$ cat src/rtl/i2c_master_bit_engine_unit_macros.svh
// assertion macros for the i2c master bit engine
`ifndef I2C_MASTER_BIT_ENGINE_UNIT_MACROS_SVH
`define I2C_MASTER_BIT_ENGINE_UNIT_MACROS_SVH

// property checked every clock, off while in reset
`define I2CMBE_ASSERT(lbl, prop, msg) \
  lbl: assert property (@(posedge clk_i) disable iff (!rst_ni) (prop)) else $error(msg);

// same-cycle implication, off while in reset
`define I2CMBE_ASSERT_IMPL(lbl, ante, cons, msg) \
  lbl: assert property (@(posedge clk_i) disable iff (!rst_ni) (ante) |-> (cons)) \
    else $error(msg);

`endif

$ cat src/rtl/i2cmbe_pkg.sv
// types, codes and constants shared by the i2c master bit engine
`default_nettype none

package i2cmbe_pkg;

  localparam logic [2:0] OP_NONE  = 3'd0;
  localparam logic [2:0] OP_START = 3'd1;
  localparam logic [2:0] OP_STOP  = 3'd2;
  localparam logic [2:0] OP_WRITE = 3'd3;
  localparam logic [2:0] OP_READ  = 3'd4;
  localparam logic [2:0] OP_WAIT  = 3'd5;

  localparam logic [1:0] ACK_NONE  = 2'd0;
  localparam logic [1:0] ACK_SEND  = 2'd1;
  localparam logic [1:0] ACK_NACK  = 2'd2;
  localparam logic [1:0] ACK_THREE = 2'd3;

  localparam logic [7:0] MSB_MASK         = 8'h80;
  localparam logic [4:0] WRITE_PHASES     = 5'd24;
  localparam logic [4:0] READ_BIT_PHASES  = 5'd16;
  localparam logic [15:0] TPD_RESET       = 16'd1;

  typedef struct packed {
    logic [2:0] command;
    logic [7:0] write_data;
    logic [1:0] ack_mode;
    logic       sda_in;
  } item_t;

  typedef struct packed {
    logic       scl_out;
    logic       sda_release;
    logic       busy_res;
    logic       done_res;
    logic [7:0] read_data;
    logic       ack_missing;
    logic       rejected;
  } res_t;

  typedef struct packed {
    logic [2:0] op;
    logic [4:0] ph;
    logic [7:0] tx;
    logic [1:0] pend;
    logic [7:0] shift;
    logic       sda_in;
    logic       scl;
    logic       sda;
    logic [7:0] rx;
    logic       ack;
  } seq_in_t;

  typedef struct packed {
    logic       fin;
    logic       scl;
    logic       sda;
    logic [7:0] shift;
    logic [7:0] rx;
    logic       ack;
  } seq_out_t;

endpackage

`default_nettype wire

$ cat src/rtl/i2c_master_bit_engine_unit.sv
// top level of the tick driven i2c master bit engine
// path: a tick transaction is held in the input register, then updated into the result register
// throughput: one tick per clock while out_ready_i does not stall the result register, set by the single
//   update step between the input register and the result register
// reset: engine idle, scl and sda released, read byte and ack flag zero,
//   ticks_per_delay one
`default_nettype none

`include "i2c_master_bit_engine_unit_macros.svh"

module i2c_master_bit_engine_unit (
  input  wire         clk_i,
  input  wire         rst_ni,
  input  wire         in_valid_i,
  output logic        in_ready_o,
  input  wire  [2:0]  command_i,
  input  wire  [7:0]  write_data_i,
  input  wire  [1:0]  ack_mode_i,
  input  wire         sda_in_i,
  output logic        out_valid_o,
  input  wire         out_ready_i,
  output logic        scl_out_o,
  output logic        sda_release_o,
  output logic        busy_res_o,
  output logic        done_res_o,
  output logic [7:0]  read_data_o,
  output logic        ack_missing_o,
  output logic        rejected_o,
  input  wire         cfg_valid_i,
  output logic        cfg_ready_o,
  input  wire  [15:0] cfg_data_i
);
  import i2cmbe_pkg::*;

  item_t       in_item;
  item_t       item;
  logic        item_valid;
  logic        core_ready;
  res_t        res;
  logic [15:0] tpd_q;

  assign in_item.command    = command_i;
  assign in_item.write_data = write_data_i;
  assign in_item.ack_mode   = ack_mode_i;
  assign in_item.sda_in     = sda_in_i;

  assign cfg_ready_o = 1'b1;

  always_ff @(posedge clk_i or negedge rst_ni) begin
    if (!rst_ni) begin
      tpd_q <= TPD_RESET;
    end else if (cfg_valid_i && cfg_ready_o) begin
      tpd_q <= cfg_data_i;
    end
  end

  i2cmbe_in_reg u_in_reg (
    .clk_i        (clk_i),
    .rst_ni       (rst_ni),
    .in_valid_i   (in_valid_i),
    .in_ready_o   (in_ready_o),
    .item_i       (in_item),
    .item_valid_o (item_valid),
    .item_ready_i (core_ready),
    .item_o       (item)
  );

  i2cmbe_core u_core (
    .clk_i        (clk_i),
    .rst_ni       (rst_ni),
    .item_valid_i (item_valid),
    .item_ready_o (core_ready),
    .item_i       (item),
    .tpd_i        (tpd_q),
    .out_valid_o  (out_valid_o),
    .out_ready_i  (out_ready_i),
    .res_o        (res)
  );

  assign scl_out_o     = res.scl_out;
  assign sda_release_o = res.sda_release;
  assign busy_res_o    = res.busy_res;
  assign done_res_o    = res.done_res;
  assign read_data_o   = res.read_data;
  assign ack_missing_o = res.ack_missing;
  assign rejected_o    = res.rejected;

  // a finishing tick leaves the engine idle
  `I2CMBE_ASSERT_IMPL(a_done_idle, out_valid_o && done_res_o, !busy_res_o, "done while busy")
  // a drop only happens while a command runs, so it is still running or ends now
  `I2CMBE_ASSERT_IMPL(a_rej_busy, out_valid_o && rejected_o, busy_res_o || done_res_o,
    "rejected while idle")
  // input stalls only when its register is full and the result side is stuck
  `I2CMBE_ASSERT_IMPL(a_stall_cause, !in_ready_o, item_valid && !core_ready,
    "input stalled without cause")
  // an idle tick that ends nothing never carries a drop, whatever the lines do
  `I2CMBE_ASSERT(a_idle_lines, !(out_valid_o && !busy_res_o && !done_res_o && !scl_out_o
    && !sda_release_o && rejected_o), "idle result flagged as rejected")

endmodule

`default_nettype wire

$ cat src/rtl/i2cmbe_in_reg.sv
// input register stage holding one tick item
`default_nettype none

module i2cmbe_in_reg (
  input  wire                 clk_i,
  input  wire                 rst_ni,
  input  wire                 in_valid_i,
  output logic                in_ready_o,
  input  i2cmbe_pkg::item_t   item_i,
  output logic                item_valid_o,
  input  wire                 item_ready_i,
  output i2cmbe_pkg::item_t   item_o
);
  import i2cmbe_pkg::*;

  logic  valid_q;
  item_t item_q;

  assign in_ready_o   = !valid_q || item_ready_i;
  assign item_valid_o = valid_q;
  assign item_o       = item_q;

  always_ff @(posedge clk_i or negedge rst_ni) begin
    if (!rst_ni) begin
      valid_q <= 1'b0;
    end else if (in_ready_o) begin
      valid_q <= in_valid_i;
    end
  end

  always_ff @(posedge clk_i) begin
    if (in_valid_i && in_ready_o) begin
      item_q <= item_i;
    end
  end

endmodule

`default_nettype wire

$ cat src/rtl/i2cmbe_seq.sv
// line change decoder: what one step of each command does to scl, sda and the sampled data
`default_nettype none

module i2cmbe_seq (
  input  i2cmbe_pkg::seq_in_t  s_i,
  output i2cmbe_pkg::seq_out_t s_o
);
  import i2cmbe_pkg::*;

  logic [8:0] prod;
  logic [2:0] wbit;
  logic [4:0] wsub_full;
  logic [1:0] wsub;
  logic [2:0] rbit;
  logic [4:0] aph;
  logic [7:0] shifted;

  always_comb begin
    // phase / 3 for phases below 24 via multiply by 11, shift by 5
    prod      = {4'd0, s_i.ph} * 9'd11;
    wbit      = prod[7:5];
    wsub_full = s_i.ph - ({1'b0, wbit, 1'b0} + {2'b00, wbit});
    wsub      = wsub_full[1:0];
    rbit      = s_i.ph[3:1];
    aph       = s_i.ph - READ_BIT_PHASES;
    shifted   = {s_i.shift[6:0], s_i.sda_in};

    s_o.fin   = 1'b0;
    s_o.scl   = s_i.scl;
    s_o.sda   = s_i.sda;
    s_o.shift = s_i.shift;
    s_o.rx    = s_i.rx;
    s_o.ack   = s_i.ack;

    case (s_i.op)
      OP_START: begin
        case (s_i.ph)
          5'd0:    s_o.sda = 1'b1;
          5'd1:    s_o.scl = 1'b1;
          5'd2:    s_o.sda = 1'b0;
          5'd3:    s_o.scl = 1'b0;
          default: s_o.fin = 1'b1;
        endcase
      end
      OP_STOP: begin
        if (s_i.ph == 5'd0) begin
          s_o.sda = 1'b0;
          s_o.scl = 1'b1;
        end else begin
          s_o.sda = 1'b1;
          s_o.fin = 1'b1;
        end
      end
      OP_WRITE: begin
        if (s_i.ph >= WRITE_PHASES) begin
          s_o.fin = 1'b1;
        end else begin
          case (wsub)
            2'd0:    s_o.sda = |(s_i.tx & (MSB_MASK >> wbit));
            2'd1:    s_o.scl = 1'b1;
            default: begin
              s_o.scl = 1'b0;
              if (wbit == 3'd7) begin
                s_o.sda = 1'b1;
              end
            end
          endcase
        end
      end
      OP_READ: begin
        if (s_i.ph < READ_BIT_PHASES) begin
          if (!s_i.ph[0]) begin
            // first step lets go of sda so the slave can drive it
            if (s_i.ph == 5'd0) begin
              s_o.sda = 1'b1;
            end
            s_o.scl = 1'b1;
          end else begin
            s_o.shift = shifted;
            s_o.scl   = 1'b0;
            if (rbit == 3'd7) begin
              s_o.rx = shifted;
            end
          end
        end else if (s_i.pend == ACK_NONE) begin
          s_o.fin = 1'b1;
        end else begin
          case (aph)
            5'd0:    s_o.sda = (s_i.pend == ACK_SEND) ? 1'b0 : 1'b1;
            5'd1:    s_o.scl = 1'b1;
            5'd2:    s_o.scl = 1'b0;
            default: begin
              if (s_i.pend == ACK_SEND) begin
                s_o.sda = 1'b1;
              end
              s_o.fin = 1'b1;
            end
          endcase
        end
      end
      OP_WAIT: begin
        case (s_i.ph)
          5'd0:    s_o.sda = 1'b1;
          5'd1:    s_o.scl = 1'b1;
          5'd2: begin
            s_o.ack = s_i.sda_in;
            s_o.scl = 1'b0;
          end
          default: s_o.fin = 1'b1;
        endcase
      end
      default: s_o.fin = 1'b1;
    endcase
  end

endmodule

`default_nettype wire

$ cat src/rtl/i2cmbe_core.sv
// engine state, per-tick update and result register
`default_nettype none

module i2cmbe_core (
  input  wire                 clk_i,
  input  wire                 rst_ni,
  input  wire                 item_valid_i,
  output logic                item_ready_o,
  input  i2cmbe_pkg::item_t   item_i,
  input  wire  [15:0]         tpd_i,
  output logic                out_valid_o,
  input  wire                 out_ready_i,
  output i2cmbe_pkg::res_t    res_o
);
  import i2cmbe_pkg::*;

  logic [2:0]  op_q, op_d;
  logic [4:0]  phase_q, phase_d;
  logic [7:0]  shift_q, shift_d;
  logic [15:0] delay_q, delay_d;
  logic [1:0]  pend_q, pend_d;
  logic        scl_q, scl_d;
  logic        sda_q, sda_d;
  logic        ack_q, ack_d;
  logic [7:0]  tx_q, tx_d;
  logic [7:0]  rx_q, rx_d;
  logic        out_valid_q;
  res_t        res_q, res_d;

  logic        advance;
  logic        cmd_ok;
  logic        busy;
  logic [15:0] unit;
  logic [15:0] dec;
  logic [1:0]  am_fix;
  logic        done;
  logic        rej;
  seq_in_t     seq_in;
  seq_out_t    seq_out;

  assign item_ready_o = !out_valid_q || out_ready_i;
  assign advance      = item_valid_i && item_ready_o;
  assign out_valid_o  = out_valid_q;
  assign res_o        = res_q;

  i2cmbe_seq u_seq (
    .s_i (seq_in),
    .s_o (seq_out)
  );

  always_comb begin
    cmd_ok = item_i.command inside {[OP_START:OP_WAIT]};
    busy   = (op_q != OP_NONE);
    unit   = (tpd_i == 16'd0) ? 16'd1 : tpd_i;
    dec    = (delay_q != 16'd0) ? delay_q - 16'd1 : delay_q;
    am_fix = (item_i.ack_mode == ACK_THREE) ? ACK_NACK : item_i.ack_mode;

    // one decoder serves both the accepting step and the later steps
    seq_in.op     = busy ? op_q : item_i.command;
    seq_in.ph     = busy ? phase_q + 5'd1 : 5'd0;
    seq_in.tx     = busy ? tx_q : item_i.write_data;
    seq_in.pend   = busy ? pend_q : am_fix;
    seq_in.shift  = shift_q;
    seq_in.sda_in = item_i.sda_in;
    seq_in.scl    = scl_q;
    seq_in.sda    = sda_q;
    seq_in.rx     = rx_q;
    seq_in.ack    = ack_q;

    op_d    = op_q;
    phase_d = phase_q;
    shift_d = shift_q;
    delay_d = delay_q;
    pend_d  = pend_q;
    scl_d   = scl_q;
    sda_d   = sda_q;
    ack_d   = ack_q;
    tx_d    = tx_q;
    rx_d    = rx_q;
    done    = 1'b0;
    rej     = 1'b0;

    if (busy) begin
      rej     = cmd_ok;
      delay_d = dec;
      if (dec == 16'd0) begin
        scl_d   = seq_out.scl;
        sda_d   = seq_out.sda;
        shift_d = seq_out.shift;
        rx_d    = seq_out.rx;
        ack_d   = seq_out.ack;
        if (seq_out.fin) begin
          op_d    = OP_NONE;
          phase_d = 5'd0;
          done    = 1'b1;
        end else begin
          phase_d = seq_in.ph;
          delay_d = unit;
        end
      end
    end else if (cmd_ok) begin
      op_d    = item_i.command;
      tx_d    = item_i.write_data;
      pend_d  = am_fix;
      phase_d = 5'd0;
      scl_d   = seq_out.scl;
      sda_d   = seq_out.sda;
      shift_d = seq_out.shift;
      rx_d    = seq_out.rx;
      ack_d   = seq_out.ack;
      delay_d = unit;
    end

    res_d.scl_out     = scl_d;
    res_d.sda_release = sda_d;
    res_d.busy_res    = (op_d != OP_NONE);
    res_d.done_res    = done;
    res_d.read_data   = rx_d;
    res_d.ack_missing = ack_d;
    res_d.rejected    = rej;
  end

  always_ff @(posedge clk_i or negedge rst_ni) begin
    if (!rst_ni) begin
      op_q        <= OP_NONE;
      phase_q     <= 5'd0;
      shift_q     <= 8'd0;
      delay_q     <= 16'd0;
      pend_q      <= ACK_NONE;
      scl_q       <= 1'b1;
      sda_q       <= 1'b1;
      ack_q       <= 1'b0;
      tx_q        <= 8'd0;
      rx_q        <= 8'd0;
      out_valid_q <= 1'b0;
    end else begin
      if (advance) begin
        op_q    <= op_d;
        phase_q <= phase_d;
        shift_q <= shift_d;
        delay_q <= delay_d;
        pend_q  <= pend_d;
        scl_q   <= scl_d;
        sda_q   <= sda_d;
        ack_q   <= ack_d;
        tx_q    <= tx_d;
        rx_q    <= rx_d;
      end
      if (item_ready_o) begin
        out_valid_q <= item_valid_i;
      end
    end
  end

  always_ff @(posedge clk_i) begin
    if (advance) begin
      res_q <= res_d;
    end
  end

endmodule

`default_nettype wire
$ cat config.mk
export PLATFORM = sky130hd
export DESIGN_NAME = i2c_master_bit_engine_unit
export DESIGN_NICKNAME = d
export VERILOG_FILES = /design/src/rtl/i2cmbe_pkg.sv /design/src/rtl/i2c_master_bit_engine_unit.sv /design/src/rtl/i2cmbe_in_reg.sv /design/src/rtl/i2cmbe_seq.sv /design/src/rtl/i2cmbe_core.sv
export VERILOG_INCLUDE_DIRS = /design/src /design/src/rtl
export SDC_FILE = /design/constraint.sdc
export NUM_CORES = 1
export LEC_CHECK = 0
export BUFFER_PORTS_ARGS = -buffer_cell sky130_fd_sc_hd__buf_2
export CAP_MARGIN = 10
export CORE_MARGIN = 10
export CORE_UTILIZATION = 40
export CTS_CLUSTER_DIAMETER = 80
export DETAILED_ROUTE_END_ITERATION = 6
export PLACE_DENSITY = 0.57
export SKIP_LAST_GASP = 1
export SYNTH_ARGS = -nofsm -noshare
export SYNTH_HDL_FRONTEND = slang
export SYNTH_SLANG_ARGS = --single-unit
$ cat constraint.sdc
create_clock -name clk_i -period 9.3 [get_ports clk_i]
set_input_delay 0.93 -clock clk_i [delete_from_list [all_inputs] [get_ports clk_i]]
set_output_delay 0.93 -clock clk_i [all_outputs]
set_load 0.1 [all_outputs]
==> summary.md <==
| Metric | Value |
|---|---|
| Syn. warnings | 0 |
| Wire per inst | about 19 microns |
| Cell Count, Final, Fillers Out | roughly 780 |
| Port buffer count | 50 |
| Power Density | 272 nW/um^2 |
| Core area | 14500 sq um |
| Ys flop type | dfrtp_1 |
| Post-synthesis sequential area ratio | 0.440 |
| Int Power | 1.07 mW |
| Crit path launch type | flop |
| Reg power frac | 0.367 |
| Number of remaining DRC errors | 0 |
| Hold Slack | 0.491 ns |
| RSZ-0062 raised after global routing | no |
| WL final | around 14000 microns |
| Most common cell after layout, fill and taps aside | dfrtp_1 |
| #FFs+latches synth | slightly below 100 |
| Post-CTS setup buffer count | 0 |
| Setup Skew | 0.00825 ns |
| Fill cells | between 1000 and 1500 |
| Initial Utilization | 0.408 |
| Total Nets Final | roughly 640 |
| Post-DR vias/cell | approximately 6 |
| Status | finished, final reports clean |
| Clock buffer depth | 2 |
| Die width | approximately 140 microns |
| Max-slew headroom | 0.182 |
| CTS tree | yes |
| Post-placement cell area | 6290 sq um |
| Clock Power Share | 0.228 |
| Ant. Diodes | 0 |
| Worst Path Max Fanout | 21 |
| Cells after synthesis | ~550 |
| Boundary pin count | 52 |
| Final hold violation count | 0 |
| # H-tree levels | 3 |
| Die Y | 142 microns |
| Final instance area | around 6600 sq um |
| Critical Path AT | approximately 5.3 ns |
| FMAX | 0.194 GHz |
| Row count | 44 |
| Syn nets | roughly 600 |
| Largest stage delay, worst path | 0.73 ns |
| GP Congestion | a little over 0.9 |
| Syn Std Cell Area | between 5000 and 6000 sq um |
| First-pass GRT wire length | roughly 24000 microns |
| Gate power share | 0.405 |
| Syn Area/Cell | between 10 and 15 sq um |
| Placed wire-length estimate | roughly 11000 microns |
| Most frequent cells in the layout | dfrtp_1 (67), buf_2 (50), mux2_2 (43) |
| Die Area | roughly 20000 sq um |
| Number of max-cap violations | 0 |
| PostCTS Resize Cnt | 0 |
| Fin crit share | 0.555 |
| Post-route ant nets | 0 |
| Post-synth ARST share | 0.714 |
| Drt first pass iters | 5 |
| Delay-heaviest family, CP | simple AND/OR/NAND/NOR gates |
| Vias | approximately 4600 |
| Lkg Pwr | ~2.8 nW |
| Vias in the first global route | 4619 |
| Initial DRC count | 347 |
| All-Layer GR Usage | 0.146 |
| Root Buffer | clkbuf_16 |
| Final worst path period need | a little over 5 ns |
| Post-synth EDFFs | 28 |
| Worst setup EP type | flop |
| Largest net degree at the start of global routing | 71 |
| Hold_buf cts | 0 |
| Clock transition at path regs | 0.07 ns |
| CTS Sinks | about 100 |
| Cells after DPL | 760 |
| Synth cell types | between 80 and 90 |
| WP data required | about 9.4 ns |
| Critical Path, Cell by Cell | or3_1 -> nand2_1 -> inv_1 -> ha_1 -> ha_1 -> ha_1 -> and4b_1 -> a211o_1 -> a21oi_1 -> nor2_1 -> ha_1 -> xnor2_1 -> xnor2_1 -> xnor2_1 -> nand3b_1 -> a21oi_1 -> and3_1 -> a211o_1 |
| Sum of negative setup slack | 0 ns |
| Crit path kind | flop to flop |
| Slew @ Worst Pin | ~1.2 ns |
| GRT overflow | 0 |
| Worst path slowest cell | or3_1 |
| Share of post-route cells with drive strength above 1 | 0.252 |
| TritonCTS Buffers | 9 |
| Critical path buffers and inverters | 1 |
| CP most frequent cell | ha_1 |
| Area Overhead vs Synth | 12.1% |
| Final Setup Violations | 0 |
| Skew-Pair Late Insertion Delay | approximately 0.35 ns |
| Slew Viols, Final | 0 |
| Psw | 0.729 mW |
| Worst min-delay path class | flop to flop |
| Initial antenna violation count | 0 |
| Maximum VDD drop | around 0.00012 V |
| Switching Share | 0.406 |
## cells by family after synthesis
logic type	Yosys count	share of synthesized area
muxes	70	0.144
buffers and inverters	47	0.0358
AOI/OAI and AO/OA	117	0.146
other	1	0.000635
xor gates and xnor gates	13	0.0193
adders and majority gates	15	0.0331
and+or+nand+nor	188	0.181
DFF	98	0.440
## layout make-up
type	count	area (sq um)	share of cell area
Sequential cell	98	2600	0.392
Clock inverter	7	105	0.0159
Tap cell	184	230	0.0348
Multi-Input combinational cell	404	3100	0.469
Inverter	19	71.3	0.0108
Timing Repair Buffer	55	288	0.0435
Clock buffer	9	225	0.0340
## final timing paths
path,startpoint,endpoint,slack (ns),depth (start not counted)
hold / removal,u_in_reg.item_valid_o,u_core.out_valid_o,0.49,1
hold reg to reg,u_in_reg.item_valid_o,u_core.out_valid_o,0.49,1
max in group asynchronous,rst_ni,u_core.phase_q[2],7.90,2
setup / recovery,u_core.op_q[1],u_core.res_o[12],4.14,18
min in group asynchronous,rst_ni,tpd_q[10],0.77,2
setup reg to reg,u_core.op_q[1],u_core.res_o[12],4.14,18
## per-stage QoR
stage	power (mW)	util	setup WS, ns
floorplan	1.22	-	4.65
global placement	1.38	0.434	4.25
detailed placement	1.39	0.434	4.18
CTS	1.81	0.457	4.15
global route	1.92	0.457	3.85
finish	1.80	0.457	4.14
## flip-flops by register name, summed over array words and instances, names as in the netlist
signal	count
tpd_q	16
u_core.delay_q	16
u_core.res_o	14
u_in_reg.item_o	14
u_core.rx_q	8
u_core.tx_q	8
u_core.shift_q	7
u_core.phase_q	5
u_core.op_q	3
u_core.pend_q	2
u_core.ack_q	1
u_core.out_valid_o	1
u_core.scl_q	1
u_core.sda_q	1
u_in_reg.item_valid_o	1
## per-layer routing
metal	up-vias	share of wire	track usage	wire, microns
met5	-	0	0	0
met4	0	0.019	0.0543	277
met3	21	0.043	0.0237	628
met2	136	0.47	0.235	6860
met1	2261	0.46	0.194	6720
li1	2176	-	-	-
## Yosys cell counts, types with 6 or more instances
cell	n	share of area
a21oi_1	17	0.014
and3_1	8	0.0085
clkbuf_1	17	0.011
dfrtp_1	67	0.28
edfxtp_1	28	0.14
ha_1	14	0.030
inv_1	19	0.012
mux2_1	6	0.011
mux2_2	43	0.082
mux2_4	8	0.020
mux2i_1	9	0.015
nand2_1	35	0.022
nand2b_1	7	0.0074
nand3_1	19	0.016
nand3b_1	8	0.010
nor2_1	24	0.015
nor2b_1	6	0.0064
nor3_1	23	0.019
nor3b_1	6	0.0076
nor4_1	9	0.0095
o21ai_0	21	0.018
o31ai_1	6	0.0076
or2_2	6	0.0064
xnor2_1	8	0.012
## power by group through the flow
stage                     clock network [mW]  logic (mW)  registers [mW]
after global routing                   0.441       0.809           0.674
after global placement                     0       0.718           0.661
after detailed placement                   0       0.724           0.664
after CTS                              0.424       0.728           0.656
after floorplan                            0       0.563           0.652
final                                  0.410       0.728           0.659
Power figures use the tool's default switching activity.
